### config.mk
export PLATFORM = sky130hd
export DESIGN_NAME = button_press_classifier
export DESIGN_NICKNAME = d
export VERILOG_FILES = /design/src/hdl/bpc_pkg.sv /design/src/hdl/bpc_cfg.sv /design/src/hdl/bpc_core.sv /design/src/hdl/button_press_classifier.sv
export VERILOG_INCLUDE_DIRS = /design/src /design/src/hdl
export SDC_FILE = /design/constraint.sdc
export NUM_CORES = 1
export LEC_CHECK = 0
export BUFFER_PORTS_ARGS = -buffer_cell sky130_fd_sc_hd__buf_2
export CAP_MARGIN = 20
export CORE_ASPECT_RATIO = 0.5
export CORE_MARGIN = 1.5
export CORE_UTILIZATION = 39
export CTS_CLUSTER_SIZE = 40
export DETAILED_ROUTE_END_ITERATION = 10
export PLACE_DENSITY_LB_ADDON = 0.08
export SLEW_MARGIN = 20
export SYNTH_ARGS = -nofsm -noshare
export SYNTH_HDL_FRONTEND = slang
export SYNTH_HIERARCHICAL = 1
export SYNTH_SLANG_ARGS = --single-unit
export TNS_END_PERCENT = 20
### constraint.sdc
create_clock -name i_clk -period 9.75 [get_ports i_clk]
set_input_delay 1.4625 -clock i_clk [delete_from_list [all_inputs] [get_ports i_clk]]
set_output_delay 1.4625 -clock i_clk [all_outputs]
set_load 0.03 [all_outputs]
### src/hdl/button_press_classifier_macros.svh
// Assertion macros shared by the button press classifier RTL.
`ifndef BUTTON_PRESS_CLASSIFIER_MACROS_SVH
`define BUTTON_PRESS_CLASSIFIER_MACROS_SVH

// Same-cycle implication, checked outside reset.
`define BPC_ASSERT_NOW(label, clk, rst_n, ante, cons) \
    label: assert property (@(posedge clk) disable iff (!rst_n) (ante) |-> (cons)) \
        else $error("bpc assertion failed");

// Next-cycle implication, checked outside reset.
`define BPC_ASSERT_NEXT(label, clk, rst_n, ante, cons) \
    label: assert property (@(posedge clk) disable iff (!rst_n) (ante) |=> (cons)) \
        else $error("bpc assertion failed");

`endif

### src/hdl/bpc_pkg.sv
// Shared widths, register indexes and bundle types of the button press classifier.
`default_nettype none
package bpc_pkg;

    localparam int COUNT_BITS = 16;
    localparam int TIME_BITS  = 32;
    localparam int CFG_IDX_BITS = 2;

    localparam logic [COUNT_BITS-1:0] COUNT_ONE = COUNT_BITS'(1);

    // Configuration register indexes.
    localparam logic [CFG_IDX_BITS-1:0] CFG_ACTIVE_LOW   = CFG_IDX_BITS'(0);
    localparam logic [CFG_IDX_BITS-1:0] CFG_SHORT_MAX_MS = CFG_IDX_BITS'(1);
    localparam logic [CFG_IDX_BITS-1:0] CFG_LONG_MIN_MS  = CFG_IDX_BITS'(2);

    localparam logic [TIME_BITS-1:0] SHORT_MAX_RESET = TIME_BITS'(500);
    localparam logic [TIME_BITS-1:0] LONG_MIN_RESET  = TIME_BITS'(2000);

    typedef struct packed {
        logic                 active_low;
        logic [TIME_BITS-1:0] short_max_ms;
        logic [TIME_BITS-1:0] long_min_ms;
    } t_cfg;

    typedef struct packed {
        logic                  pressed;
        logic                  press_edge;
        logic                  release_edge;
        logic [COUNT_BITS-1:0] press_count;
        logic [COUNT_BITS-1:0] release_count;
        logic [TIME_BITS-1:0]  press_ms;
        logic [TIME_BITS-1:0]  release_ms;
        logic [COUNT_BITS-1:0] short_count;
        logic                  short_edge;
        logic [COUNT_BITS-1:0] long_count;
        logic                  long_edge;
    } t_result;

endpackage
`default_nettype wire

### src/hdl/bpc_cfg.sv
// Configuration register file: polarity and the short and long press thresholds.
`default_nettype none
module bpc_cfg
    import bpc_pkg::*;
(
    input  wire logic                    i_clk,
    input  wire logic                    i_rst_n,
    input  wire logic                    i_cfg_we,
    input  wire logic [CFG_IDX_BITS-1:0] i_cfg_idx,
    input  wire logic [TIME_BITS-1:0]    i_cfg_data,
    output t_cfg                         o_cfg
);

    t_cfg r_cfg;

    always_ff @(posedge i_clk) begin
        if (!i_rst_n) begin
            r_cfg.active_low   <= 1'b1;
            r_cfg.short_max_ms <= SHORT_MAX_RESET;
            r_cfg.long_min_ms  <= LONG_MIN_RESET;
        end else if (i_cfg_we) begin
            unique case (i_cfg_idx)
                CFG_ACTIVE_LOW:   r_cfg.active_low   <= i_cfg_data[0];
                CFG_SHORT_MAX_MS: r_cfg.short_max_ms <= i_cfg_data;
                CFG_LONG_MIN_MS:  r_cfg.long_min_ms  <= i_cfg_data;
                default: ;  // unused index: drop the write
            endcase
        end
    end

    assign o_cfg = r_cfg;

endmodule
`default_nettype wire

### src/hdl/bpc_core.sv
// Press tracking state and the single-pass classifier logic for one sample.
`default_nettype none
module bpc_core
    import bpc_pkg::*;
(
    input  wire logic                 i_clk,
    input  wire logic                 i_rst_n,
    input  wire t_cfg                 i_cfg,
    input  wire logic                 i_advance,
    input  wire logic                 i_pin,
    input  wire logic [TIME_BITS-1:0] i_now,
    input  wire logic                 i_clr,
    output t_result                   o_res
);

    logic                  r_was_pressed;
    logic [TIME_BITS-1:0]  r_press_start;
    logic [TIME_BITS-1:0]  r_press_stop;
    logic                  r_press_running;
    logic [TIME_BITS-1:0]  r_release_start;
    logic                  r_released_once;
    logic [COUNT_BITS-1:0] r_presses;
    logic [COUNT_BITS-1:0] r_releases;
    logic [COUNT_BITS-1:0] r_short;
    logic                  r_short_win;
    logic [COUNT_BITS-1:0] r_long;
    logic                  r_long_hold;

    logic                  pressed;
    logic                  p_edge;
    logic                  r_edge;
    logic [TIME_BITS-1:0]  n_press_start;
    logic [TIME_BITS-1:0]  n_press_stop;
    logic                  n_press_running;
    logic [TIME_BITS-1:0]  n_release_start;
    logic                  n_released_once;
    logic [COUNT_BITS-1:0] n_presses;
    logic [COUNT_BITS-1:0] n_releases;
    logic [TIME_BITS-1:0]  press_ms;
    logic [TIME_BITS-1:0]  release_ms;
    logic                  hold;
    logic                  l_edge;
    logic [COUNT_BITS-1:0] n_long;
    logic [COUNT_BITS-1:0] short_kept;
    logic                  win;
    logic                  s_edge;
    logic [COUNT_BITS-1:0] n_short;

    always_comb begin
        pressed = i_cfg.active_low ? !i_pin : i_pin;
        p_edge  = pressed && !r_was_pressed;
        r_edge  = !pressed && r_was_pressed;

        n_press_start   = p_edge ? i_now : r_press_start;
        n_press_stop    = r_edge ? i_now : r_press_stop;
        n_press_running = p_edge ? 1'b1 : (r_edge ? 1'b0 : r_press_running);
        n_release_start = r_edge ? i_now : r_release_start;
        n_released_once = r_released_once || r_edge;
        n_presses       = p_edge ? r_presses + COUNT_ONE : r_presses;
        n_releases      = r_edge ? r_releases + COUNT_ONE : r_releases;

        // Durations wrap with the timestamp.
        press_ms   = n_press_running ? (i_now - n_press_start)
                                     : (n_press_stop - n_press_start);
        release_ms = (!pressed && n_released_once) ? (i_now - n_release_start)
                                                   : '0;

        hold   = pressed && (press_ms >= i_cfg.long_min_ms);
        l_edge = hold && !r_long_hold;
        n_long = l_edge ? r_long + COUNT_ONE : r_long;
        if (!pressed && (press_ms <= i_cfg.long_min_ms)) begin
            n_long = '0;
        end

        // A hold that reaches the short limit ends the run of short presses.
        short_kept = (pressed && (press_ms >= i_cfg.short_max_ms)) ? '0 : r_short;
        win        = !pressed && (press_ms <= i_cfg.short_max_ms);
        s_edge     = win && !r_short_win;
        n_short    = s_edge ? short_kept + COUNT_ONE : short_kept;

        o_res.pressed       = pressed;
        o_res.press_edge    = p_edge;
        o_res.release_edge  = r_edge;
        o_res.press_count   = n_presses;
        o_res.release_count = n_releases;
        o_res.press_ms      = press_ms;
        o_res.release_ms    = release_ms;
        o_res.short_count   = n_short;
        o_res.short_edge    = s_edge;
        o_res.long_count    = n_long;
        o_res.long_edge     = l_edge;
    end

    always_ff @(posedge i_clk) begin
        if (!i_rst_n) begin
            r_was_pressed   <= 1'b0;
            r_press_start   <= '0;
            r_press_stop    <= '0;
            r_press_running <= 1'b1;
            r_release_start <= '0;
            r_released_once <= 1'b0;
            r_presses       <= '0;
            r_releases      <= '0;
            r_short         <= '0;
            r_short_win     <= 1'b1;
            r_long          <= '0;
            r_long_hold     <= 1'b0;
        end else if (i_advance) begin
            r_was_pressed   <= pressed;
            r_press_start   <= n_press_start;
            r_press_stop    <= n_press_stop;
            r_press_running <= n_press_running;
            r_release_start <= n_release_start;
            r_released_once <= n_released_once;
            // Counts go out before the clear takes hold.
            r_presses       <= i_clr ? '0 : n_presses;
            r_releases      <= i_clr ? '0 : n_releases;
            r_short         <= n_short;
            r_short_win     <= win;
            r_long          <= n_long;
            r_long_hold     <= hold;
        end
    end

endmodule
`default_nettype wire

### src/hdl/button_press_classifier.sv
// Top level of the button press classifier: input stage, classifier and result stage.
//
// Input channel: one beat per button sample (i_pin_level, i_now_ms, i_clear_counts),
// accepted when i_in_valid and o_in_ready are both high.
// Output channel: one result beat per sample, in order, taken when o_out_valid
// and i_out_ready are both high.
// Configuration: i_cfg_we writes i_cfg_data to register i_cfg_idx (0 polarity,
// 1 short press limit, 2 long press limit); other indexes are dropped. Write
// only while no sample is in flight.
// Flow: an accepted sample is held in the input register, classified from there,
// and its result is loaded into the result register when the beat advances.
// Throughput: one sample per cycle while i_out_ready stays high; the classifier
// state updates when a beat moves from the input register to the result register.
// Stall: while the result register holds an untaken beat, the input register
// keeps one more sample, then o_in_ready drops until the receiver takes a beat.
// Reset: synchronous, active low; both registers empty, configuration back to
// active low polarity, 500 ms and 2000 ms, all counters and timer start stamps zero.
`default_nettype none
`include "button_press_classifier_macros.svh"
module button_press_classifier
    import bpc_pkg::*;
(
    input  wire logic                    i_clk,
    input  wire logic                    i_rst_n,
    input  wire logic                    i_cfg_we,
    input  wire logic [CFG_IDX_BITS-1:0] i_cfg_idx,
    input  wire logic [TIME_BITS-1:0]    i_cfg_data,
    input  wire logic                    i_in_valid,
    output      logic                    o_in_ready,
    input  wire logic                    i_pin_level,
    input  wire logic [TIME_BITS-1:0]    i_now_ms,
    input  wire logic                    i_clear_counts,
    output      logic                    o_out_valid,
    input  wire logic                    i_out_ready,
    output      logic                    o_pressed,
    output      logic                    o_press_edge,
    output      logic                    o_release_edge,
    output      logic [COUNT_BITS-1:0]   o_press_count,
    output      logic [COUNT_BITS-1:0]   o_release_count,
    output      logic [TIME_BITS-1:0]    o_press_ms,
    output      logic [TIME_BITS-1:0]    o_release_ms,
    output      logic [COUNT_BITS-1:0]   o_short_count,
    output      logic                    o_short_edge,
    output      logic [COUNT_BITS-1:0]   o_long_count,
    output      logic                    o_long_edge
);

    t_cfg    cfg;
    t_result res;

    logic                 r_in_valid;
    logic                 r_pin;
    logic [TIME_BITS-1:0] r_now;
    logic                 r_clr;
    logic                 r_out_valid;
    t_result              r_res;
    logic                 advance;
    logic                 in_take;

    assign advance    = r_in_valid && (!r_out_valid || i_out_ready);
    assign o_in_ready = !r_in_valid || advance;
    assign in_take    = i_in_valid && o_in_ready;

    bpc_cfg u_cfg (
        .i_clk      (i_clk),
        .i_rst_n    (i_rst_n),
        .i_cfg_we   (i_cfg_we),
        .i_cfg_idx  (i_cfg_idx),
        .i_cfg_data (i_cfg_data),
        .o_cfg      (cfg)
    );

    bpc_core u_core (
        .i_clk     (i_clk),
        .i_rst_n   (i_rst_n),
        .i_cfg     (cfg),
        .i_advance (advance),
        .i_pin     (r_pin),
        .i_now     (r_now),
        .i_clr     (r_clr),
        .o_res     (res)
    );

    always_ff @(posedge i_clk) begin
        if (!i_rst_n) begin
            r_in_valid  <= 1'b0;
            r_out_valid <= 1'b0;
        end else begin
            if (in_take) begin
                r_in_valid <= 1'b1;
            end else if (advance) begin
                r_in_valid <= 1'b0;
            end
            if (advance) begin
                r_out_valid <= 1'b1;
            end else if (i_out_ready) begin
                r_out_valid <= 1'b0;
            end
        end
    end

    // Payload registers: load on a beat, hold otherwise.
    always_ff @(posedge i_clk) begin
        if (in_take) begin
            r_pin <= i_pin_level;
            r_now <= i_now_ms;
            r_clr <= i_clear_counts;
        end
        if (advance) begin
            r_res <= res;
        end
    end

    assign o_out_valid     = r_out_valid;
    assign o_pressed       = r_res.pressed;
    assign o_press_edge    = r_res.press_edge;
    assign o_release_edge  = r_res.release_edge;
    assign o_press_count   = r_res.press_count;
    assign o_release_count = r_res.release_count;
    assign o_press_ms      = r_res.press_ms;
    assign o_release_ms    = r_res.release_ms;
    assign o_short_count   = r_res.short_count;
    assign o_short_edge    = r_res.short_edge;
    assign o_long_count    = r_res.long_count;
    assign o_long_edge     = r_res.long_edge;

    `BPC_ASSERT_NEXT(a_adv_fills_out, i_clk, i_rst_n, advance, r_out_valid)
    `BPC_ASSERT_NOW(a_press_edge_level, i_clk, i_rst_n, r_out_valid && r_res.press_edge, r_res.pressed && r_res.release_ms == '0)
    `BPC_ASSERT_NOW(a_release_edge_zero, i_clk, i_rst_n, r_out_valid && r_res.release_edge, !r_res.pressed && r_res.release_ms == '0)
    `BPC_ASSERT_NOW(a_edges_exclusive, i_clk, i_rst_n, r_out_valid && r_res.short_edge, !r_res.pressed && !r_res.long_edge)

endmodule
`default_nettype wire

* Word level (Yosys, flattened, before mapping)
Cells that the tools add are included.
Word-level totals: flip-flop bits (word level) 399, latch bits 0, bits in writable memories 0, memory bits (read-only) 0, logic and storage cells 90, memories kept 0
Operators by class: $add $sub $neg 7, multiply operators 0, div/mod/pow operators 0, magnitude comparators 4, eq/ne operators 2, shift operators 0, mux-type cells 19, bitwise gates (word level) 0, reductions and logical operators 27
Operator list (number):
- $mux W16 | 8
- $mux W32 | 4
- $sub A32 B32 Y32 | 3
- $add A16 B1 Y16 const B | 4
- $ge A32 B32 Y1 | 2
- $le A32 B32 Y1 | 2
- $logic_and A1 B1 Y1 | 11
- $logic_not A1 Y1 | 7
- $mux W1 | 7
- $reduce_and A2 Y1 | 3
- $reduce_bool A2 Y1 | 2
- $logic_or A1 B1 Y1 | 3
- $eq A2 B1 Y1 const B | 1
- $eq A2 B2 Y1 const B | 1
- $logic_not A2 Y1 | 1

* Depth between registers and ports, before layout
Gate-level depths: netlist (run 1).
depth in word-level cells 12, gate-level depth with buffers 35, depth with buffers taken out 32

* By module
Netlist (run 1), hierarchy kept.
By module, submodules not included:
- bpc_core | times used 1, cells an instance 1725, area an instance 13795.7 sq um, seq. area each 3303.2 sq um
- button_press_classifier | times used 1, cells an instance 176, area an instance 5118.7 sq um, seq. area each 5054.8 sq um
- bpc_cfg | times used 1, cells an instance 256, area an instance 2561.2 sq um, seq. area each 1301.2 sq um

* Worst setup path before layout (run 1)
No wires, ideal clock.
path kind input to register, start in i_out_ready, end reg u_core.r_press_stop[16], library setup time 0.076 ns, arrival 8.883 ns, path slack 0.791 ns, stages on the path 9, buffers on the path 3, path through nor2b_4 -> nor2b_1 -> clkbuf_1 -> inv_1 -> clkbuf_1 -> nor2_1 -> clkbuf_1 -> nand2_1 -> a21boi_0
On the way: cells in the longest elaborated chain, start to end 2
RTL lines:
- start: declaration | RTL line button_press_classifier.sv:34 | input wire logic i_out_ready,
- $logic_or A1 B1 Y1 | RTL line button_press_classifier.sv:60 | assign advance = r_in_valid && (!r_out_valid || i_out_ready);
- $logic_and A1 B1 Y1 | RTL line button_press_classifier.sv:60
- via advance | RTL line button_press_classifier.sv:57 | logic advance;
- end signal: assignment | RTL line bpc_core.sv:111 | r_press_stop <= n_press_stop;
- end: declaration | RTL line bpc_core.sv:18 | logic [TIME_BITS-1:0] r_press_stop;
The timed path passes the listed nets, and every way through them passes these cells. A chain may end at the register's enable or synchronous reset.

==> reports/results.md, run 1 <==
| Result | Reported |
|---|---|
| Transition time at the pin with the least slew margin | 1260 ps |
| Number of design-rule violations left by the first detailed-router iteration | 994 |
| Unique cell type count in the Yosys netlist | 90 |
| TritonCTS Sinks | 399 |
| Most common flop cell mapped by yosys | sky130_fd_sc_hd__dfxtp_1 |
| Via count | 15,932 |
| Time the worst path needs with I/O delays and setup | 8650 ps |
| CTS tree | yes |
| Destination of the worst register-to-register timing path | u_core/r_short[12] |
| Commonest cells after routing, fill and taps aside | sky130_fd_sc_hd__nand2_1, sky130_fd_sc_hd__dfxtp_1, sky130_fd_sc_hd__buf_2 |
| Setup Fix Bufs, Post-CTS | 0 |
| Worst R2R Start | r_pin |
| Setup slack of the worst register-to-register path | 1100 ps |
| # resized after CTS | 0 |
| Number of global-route vias before repair | 14,797 |
| Hold Path Cell Cnt | 2 |
| Area Growth Syn to Fin | 13.8% |
| Initial antenna violation count | 0 |
| Number of diodes added for antenna fixing | 0 |
| Remaining number of nets flagged by the antenna check after routing | 0 |
| DRC viols | 0 |
| Crit Path Class | register to register |
| Root Buffer | sky130_fd_sc_hd__clkbuf_16 |
| Number of nets in the synthesized netlist | 2,362 |
| Nets | 2,528 |
| Footprint of the flip-flops and latches | 9660 um2 |
| Kind of launch point of the worst setup path | register |
| Clock tree skew after final layout | 19.7 ps |
| Crit path capture type | register |
| Leading cell type in the layout, fill and taps excluded | sky130_fd_sc_hd__nand2_1 |
| Longest individual stage delay on the worst path | 700 ps |
| Number of placed I/O pins | 208 |
| CTS Hold Bufs | 0 |
| Worst ir drop on vdd | 109 uV |
| Clock transition at the register clock pins on the worst setup and hold paths after CTS | 70 ps |
| Global-route wire length before repair | 86,500 um |
| Pre-CTS setup slack | 1150 ps |
| Clock Tree Buf Depth | 3 |
| Wire per inst | 18.3 um |
| R2R cell count | 31 |
| Highest fanout seen on the critical path | 20 |
| Yosys warns | 6 |
| Worst hold slack after final layout | 455 ps |
| Clock latency of the later-clocked register in the worst-skew pair | 570 ps |
| Final clock period utilization by the worst path | 88.8% |
| Netlist area before placement | 21,500 um2 |
| Path type of the worst min-delay path | register to register |
| Fraction of registers with async set/reset | 0% |
| Final hold viol count | 0 |
| Worst Setup Slack, final | 1100 ps |
| Total core area | 54,100 um2 |
| Highest attainable clock frequency | 0.116 GHz |
| H-tree levels | 2 |
| Unrepaired setup endpoints after global routing | no |
| Number of max-capacitance violations reported | 0 |
| Area enclosed by the die boundary | 56,600 um2 |
| Portion of the post-synthesis area used by sequential elements | 45.0% |
| Width of the die | 335 um |
| Total power draw | 4500 uW |
| LEAKAGE | 0.00967 uW |
| Source of the worst hold timing path | u_cfg/o_cfg[54] |
| Critical Path Slowest Stage Cell | sky130_fd_sc_hd__a21oi_4 |
| Cell area power density | 184 nW/um2 |
| Max-slew violation count | 0 |
| Share of layout cells above drive strength 1 | 15.8% |
| Number of flops mapped to enable cells by yosys | 167 |
| #FFs+latches synth | 399 |
| Vias/cell | 5.19 |
| Number of placement rows | 60 |
| Initial core utilization | 39.7% |
| Final weighted congestion in routability-driven placement | 0.867 |
| GR Overflow Total | 0 |
| Avg Cell Area, Syn | 9.96 um2 |
| Dpl hpwl | 40,200 um |
| Capture endpoint of the worst hold path | u_cfg/o_cfg[54] |
| Multi-input combinational cell area | 11,000 um2 |
| Arrival time of the worst setup path | 9150 ps |
| Detailed-router iteration count before antenna repair | 5 |
| Instance count of the mapped netlist | 2,157 |
| Number of fill cells in the layout | 5,244 |
| Run status | finished clean |
| Total wirelength of the detailed-routed design | 56,200 um |
| Final setup violating endpoints | 0 |
| TritonCTS Buffers | 41 |
| Required time worst endpoint | 10,250 ps |
| Largest net degree at the start of global routing | 192 |
| Worst slew margin | 15.1% |
| Setup TNS | 0 ps |
| Floorplan die height | 169 um |
| Number of buffer cells added on primary ports | 207 |
| Global-route total usage across every layer | 19.4% |
[metal layers]
layer	GRT usage [%]	wire (um)
met1	29.7	29600
met2	28.5	23500
met3	3.30	2230
met4	3.95	838
met5	0	0
[final cells by class]
class | instances | area share [%]
Multi-Input combinational cell | 1547 | 44.8
Sequential cell | 399 | 39.5
Timing Repair Buffer | 224 | 4.87
Clock buffer | 56 | 4.86
Tap cell | 713 | 3.65
Inverter | 110 | 1.69
Clock inverter | 20 | 0.578
[power by group]
| part | internal [uW] | switching [uW] | total [uW] |
|---|---|---|---|
| Sequential | 1830 | 46.2 | 1880 |
| Combinational | 374 | 665 | 1040 |
| Clock | 886 | 699 | 1590 |
[synth_stat cells, drive strengths merged (8+ instances only)]
cell type  count  area (um2)
nor4           8        80.1
nor3          25         151
or3           16         100
nor2         109         414
o211a         34         340
nand2b         9        56.3
a22oi         19         143
o31ai          9        67.6
clkbuf        67         251
and2           9        56.3
xnor2         66         597
xor2          42         368
buf           34         245
nand4b         9        78.8
a21oi         84         424
nand4         26         169
ha           130        1630
a21boi        87         664
o21a          14         105
dfxtp        232        4640
a31oi         14        87.6
edfxtp       167        5010
nand3         44         245
nand2        309        1160
inv          110         413
o211ai        10        80.1
mux2          32         360
and3          19         119
mux2i        130        1300
or2            9        56.3
o21ai         78         390
a211oi        18         135
nor2b         56         358
a21o          51         383
[worst max-delay path: cells and delay by family (launching register included)]
family                     cells  cell delay [ps]
AOI/OAI and AO/OA             12             3330
and+or+nand+nor               11             2490
adders and majority gates      3              860
xor gates and xnor gates       2              610
DFF                            1              450
muxes                          1              430
buffers and inverters          2              370
[through the flow]
stage | cells | cell area (um2) | util (%)
6_report | 3069 | 24400 | 45.2
5_1_grt | 3069 | 24400 | 45.2
4_1_cts | 3068 | 24400 | 45.2
3_5_place_dp | 2992 | 23100 | 42.7
3_3_place_gp | 2992 | 23100 | 42.7
2_1_floorplan | 2157 | 21500 | -
[worst max path at each step]
stage / startpoint / end / slack (ps)
6_report: r_pin / u_core/r_short[12] / 1100
5_1_grt: r_pin / u_core/r_short[12] / 330
4_1_cts: r_pin / u_core/r_short[12] / 1150
3_5_place_dp: r_pin / u_core/r_short[12] / 1150
3_3_place_gp: r_pin / u_core/r_short[12] / 1430
2_1_floorplan: i_out_ready / u_core/r_press_stop[16] / 790
[flip-flops by register name, summed over array words and instances (netlist names), 16 cells and up]
name                    count
o_press_ms                 32
o_short_count              16
u_cfg/o_cfg                65
u_core/r_short             16
u_core/r_presses           16
r_now                      32
u_core/r_release_start     32
u_core/r_press_stop        32
u_core/r_press_start       32
o_release_count            16
o_release_ms               32
u_core/r_long              16
o_long_count               16
u_core/r_releases          16
o_press_count              16
[cells by family (layout without fill, tap and decap cells)]
family	Yosys count	count (layout)	synth area share [%]
buffers and inverters	211	410	4.24
and+or+nand+nor	677	677	15.6
AOI/OAI and AO/OA	468	468	15.2
DFF	399	399	45.0
adders and majority gates	132	132	7.76
muxes	162	162	7.74
xor gates and xnor gates	108	108	4.49
(Power assumes the default switching activity.)
==> run 2: changes to the inputs <==
--- a/config.mk
+++ b/config.mk
@@ -8,7 +8,6 @@
 export LEC_CHECK = 0
 export BUFFER_PORTS_ARGS = -buffer_cell sky130_fd_sc_hd__buf_2
 export CAP_MARGIN = 20
-export CORE_ASPECT_RATIO = 0.5
 export CORE_MARGIN = 1.5
 export CORE_UTILIZATION = 39
 export CTS_CLUSTER_SIZE = 40
==> run 2 against run 1 <==
  * Clock power grew 4%
  * Via count is 2.4% higher
  * Final area rose by 0.36%
  * Combinational power hardly changed
  * Critical path depth up 1
  * First-iteration DRC count fell by 10%
  * Worst setup slack worse by 91 ps
  * Critical endpoint unchanged
  * Largest cell class unchanged
  * Highest routed layer unchanged
==> reports/results.md, run 2 (synthesized netlist as in run 1, its figures left out) <==
| Result | Reported | vs previous |
|---|---|---|
| Run status | finished clean |  |
| Detailed-router iteration count before antenna repair | 5 | unchanged |
| Wire per inst | 18.2 um | -0.66% |
| CTS Hold Bufs | 0 | unchanged |
| Total core area | 54,100 um2 | +0.15% |
| Worst ir drop on vdd | 96.9 uV | -11% |
| Cell area power density | 186 nW/um2 | +1.0% |
| Number of buffer cells added on primary ports | 207 | unchanged |
| Via count | 16,321 | +2.4% |
| Commonest cells after routing, fill and taps aside | sky130_fd_sc_hd__nand2_1, sky130_fd_sc_hd__dfxtp_1, sky130_fd_sc_hd__buf_2 |  |
| Largest net degree at the start of global routing | 165 | -14% |
| Final weighted congestion in routability-driven placement | 0.848 | -2.1% |
| Crit path capture type | register |  |
| Number of placed I/O pins | 208 | unchanged |
| LEAKAGE | 0.00972 uW | +0.51% |
| Kind of launch point of the worst setup path | register |  |
| Final setup violating endpoints | 0 | unchanged |
| Transition time at the pin with the least slew margin | 1080 ps | -183 ps |
| Area Growth Syn to Fin | 14.3% |  |
| Internal Pwr Total | 3170 uW | +2.6% |
| Number of placement rows | 85 | +42% |
| Final hold viol count | 0 | unchanged |
| Nets | 2,533 | +0.20% |
| Required time worst endpoint | 10,250 ps | about the same |
| Total power draw | 4560 uW | +1.4% |
| Remaining number of nets flagged by the antenna check after routing | 0 | unchanged |
| Switching portion of total power | 30.5% | -0.82 points |
| Setup Fix Bufs, Post-CTS | 0 | unchanged |
| Share of layout cells above drive strength 1 | 15.5% | -0.31 points |
| Path type of the worst min-delay path | register to register |  |
| Clock share of power | 36.4% | +1.2 points |
| Dpl hpwl | 40,000 um | -0.41% |
| Longest individual stage delay on the worst path | 670 ps | -30 ps |
| Floorplan die height | 238 um | +41% |
| Global-route total usage across every layer | 19.4% | about the same |
| Max reg flops | 65 | unchanged |
| CTS tree | yes |  |
| Number of fill cells in the layout | 5,204 | -0.76% |
| Arrival time of the worst setup path | 9250 ps | +100 ps |
| Number of global-route vias before repair | 16,143 | +9.1% |
| Root Buffer | sky130_fd_sc_hd__clkbuf_16 |  |
| Width of the die | 238 um | -29% |
| Vias/cell | 5.33 | +2.7% |
| Clock latency of the later-clocked register in the worst-skew pair | 580 ps | about the same |
| Setup TNS | 0 ps | unchanged |
| Number of diodes added for antenna fixing | 0 | unchanged |
| Number of max-capacitance violations reported | 0 | unchanged |
| Number of design-rule violations left by the first detailed-router iteration | 893 | -10% |
| Initial core utilization | 39.7% | -0.060 points |
| Area enclosed by the die boundary | 56,500 um2 | -0.15% |
| Clock transition at the register clock pins on the worst setup and hold paths after CTS | 60 ps | about the same |
| Crit Path Class | register to register |  |
| TritonCTS Buffers | 46 | +12% |
| Max-slew violation count | 0 | unchanged |
| Critical Path Slowest Stage Cell | sky130_fd_sc_hd__o31ai_1 |  |
| TritonCTS Sinks | 399 | unchanged |
| Global-route wire length before repair | 87,300 um | +0.89% |
| H-tree levels | 2 | unchanged |
| Portion of total power attributed to combinational logic | 22.5% | -0.6 points |
| Clock tree skew after final layout | 16.5 ps | -3.26 ps |
| GR Overflow Total | 0 | unchanged |
| Highest attainable clock frequency | 0.114 GHz | -1.0% |
| Clock Tree Buf Depth | 3 | unchanged |
| Sequential group share of total power | 41.2% | -0.5 points |
| Unrepaired setup endpoints after global routing | no |  |
| Total wirelength of the detailed-routed design | 55,600 um | -0.92% |
| Leading cell type in the layout, fill and taps excluded | sky130_fd_sc_hd__nand2_1 |  |
| Final clock period utilization by the worst path | 89.7% | +0.94 points |
| Time the worst path needs with I/O delays and setup | 8750 ps | +91.5 ps |
| CP most frequent cell | sky130_fd_sc_hd__nand2_1 |  |
| Worst slew margin | 28.0% | +13 points |
| Highest fanout seen on the critical path | 19 | -5.0% |
| DRC viols | 0 | unchanged |
| # resized after CTS | 0 | unchanged |
| Net Sw Power | 1390 uW | -1.3% |
| Initial antenna violation count | 0 | unchanged |
==> run 2: cell count changes in the layout (fill, tap and decap cells not counted), sizes merged <==
cell      delta
clkbuf      +15
bufinv       -1
inv          -3
clkinv       -1
clkinvlp     -1
==> run 2: worst paths after layout <==
| path | to | slack (ps) | cells past startpoint | from |
|---|---|---|---|---|
| worst max register to register | u_core/r_short[12] | 1000 | 32 | r_pin |
| worst min-delay path | u_cfg/o_cfg[56] | 460 | 2 | u_cfg/o_cfg[56] |
| worst max-delay path | u_core/r_short[12] | 1000 | 32 | r_pin |
| worst min register to register | u_cfg/o_cfg[56] | 460 | 2 | u_cfg/o_cfg[56] |
==> run 2: cell type report <==
| cell class | count | area (um2) | share of cell area [%] |
|---|---|---|---|
| sequential | 399 | 9660 | 39.4 |
| clock buffer | 71 | 1370 | 5.60 |
| inverter | 110 | 413 | 1.68 |
| tap | 696 | 871 | 3.55 |
| multi-input combinational | 1547 | 11000 | 44.7 |
| timing repair buffer | 224 | 1180 | 4.82 |
| clock inverter | 14 | 65.1 | 0.265 |
==> run 2: power groups by stage <==
stage	clock network (uW)	registers, uW	logic [uW]
after global routing	1780	1890	1130
final	1660	1880	1030
after detailed placement	0	1920	1020
after floorplan	0	1980	658
after CTS	1710	1880	1030
after global placement	0	1920	1000
==> run 2: stage by stage <==
step                      area, um2  setup WS (ps)  hold slack (ps)  util, %  std cells
after floorplan               21500            791              435        -       2157
after global placement        23100           1390              446     42.6       2976
after detailed placement      23100           1150              447     42.7       2976
after CTS                     24500           1110              460     45.3       3061
after global routing          24500            275              471     45.3       3061
final                         24500           1000              459     45.3       3061
==> run 2: routing by layer <==
layer	global-route usage (%)	routed length, um	vias to the layer above
met4	6.29	1600	0
met2	35.2	28200	311
li1	-	-	8073
met5	0	0	-
met3	3.18	2240	95
met1	23.3	23600	7842
==> run 2: worst max-delay path: cells and delay by family, from the launching register on <==
kind                       cells  cell delay [ps]
AOI/OAI and AO/OA              9             2880
xor gates and xnor gates       1              150
adders and majority gates      3              940
buffers and inverters          4              860
DFF                            1              450
muxes                          1              350
and+or+nand+nor               14             3030
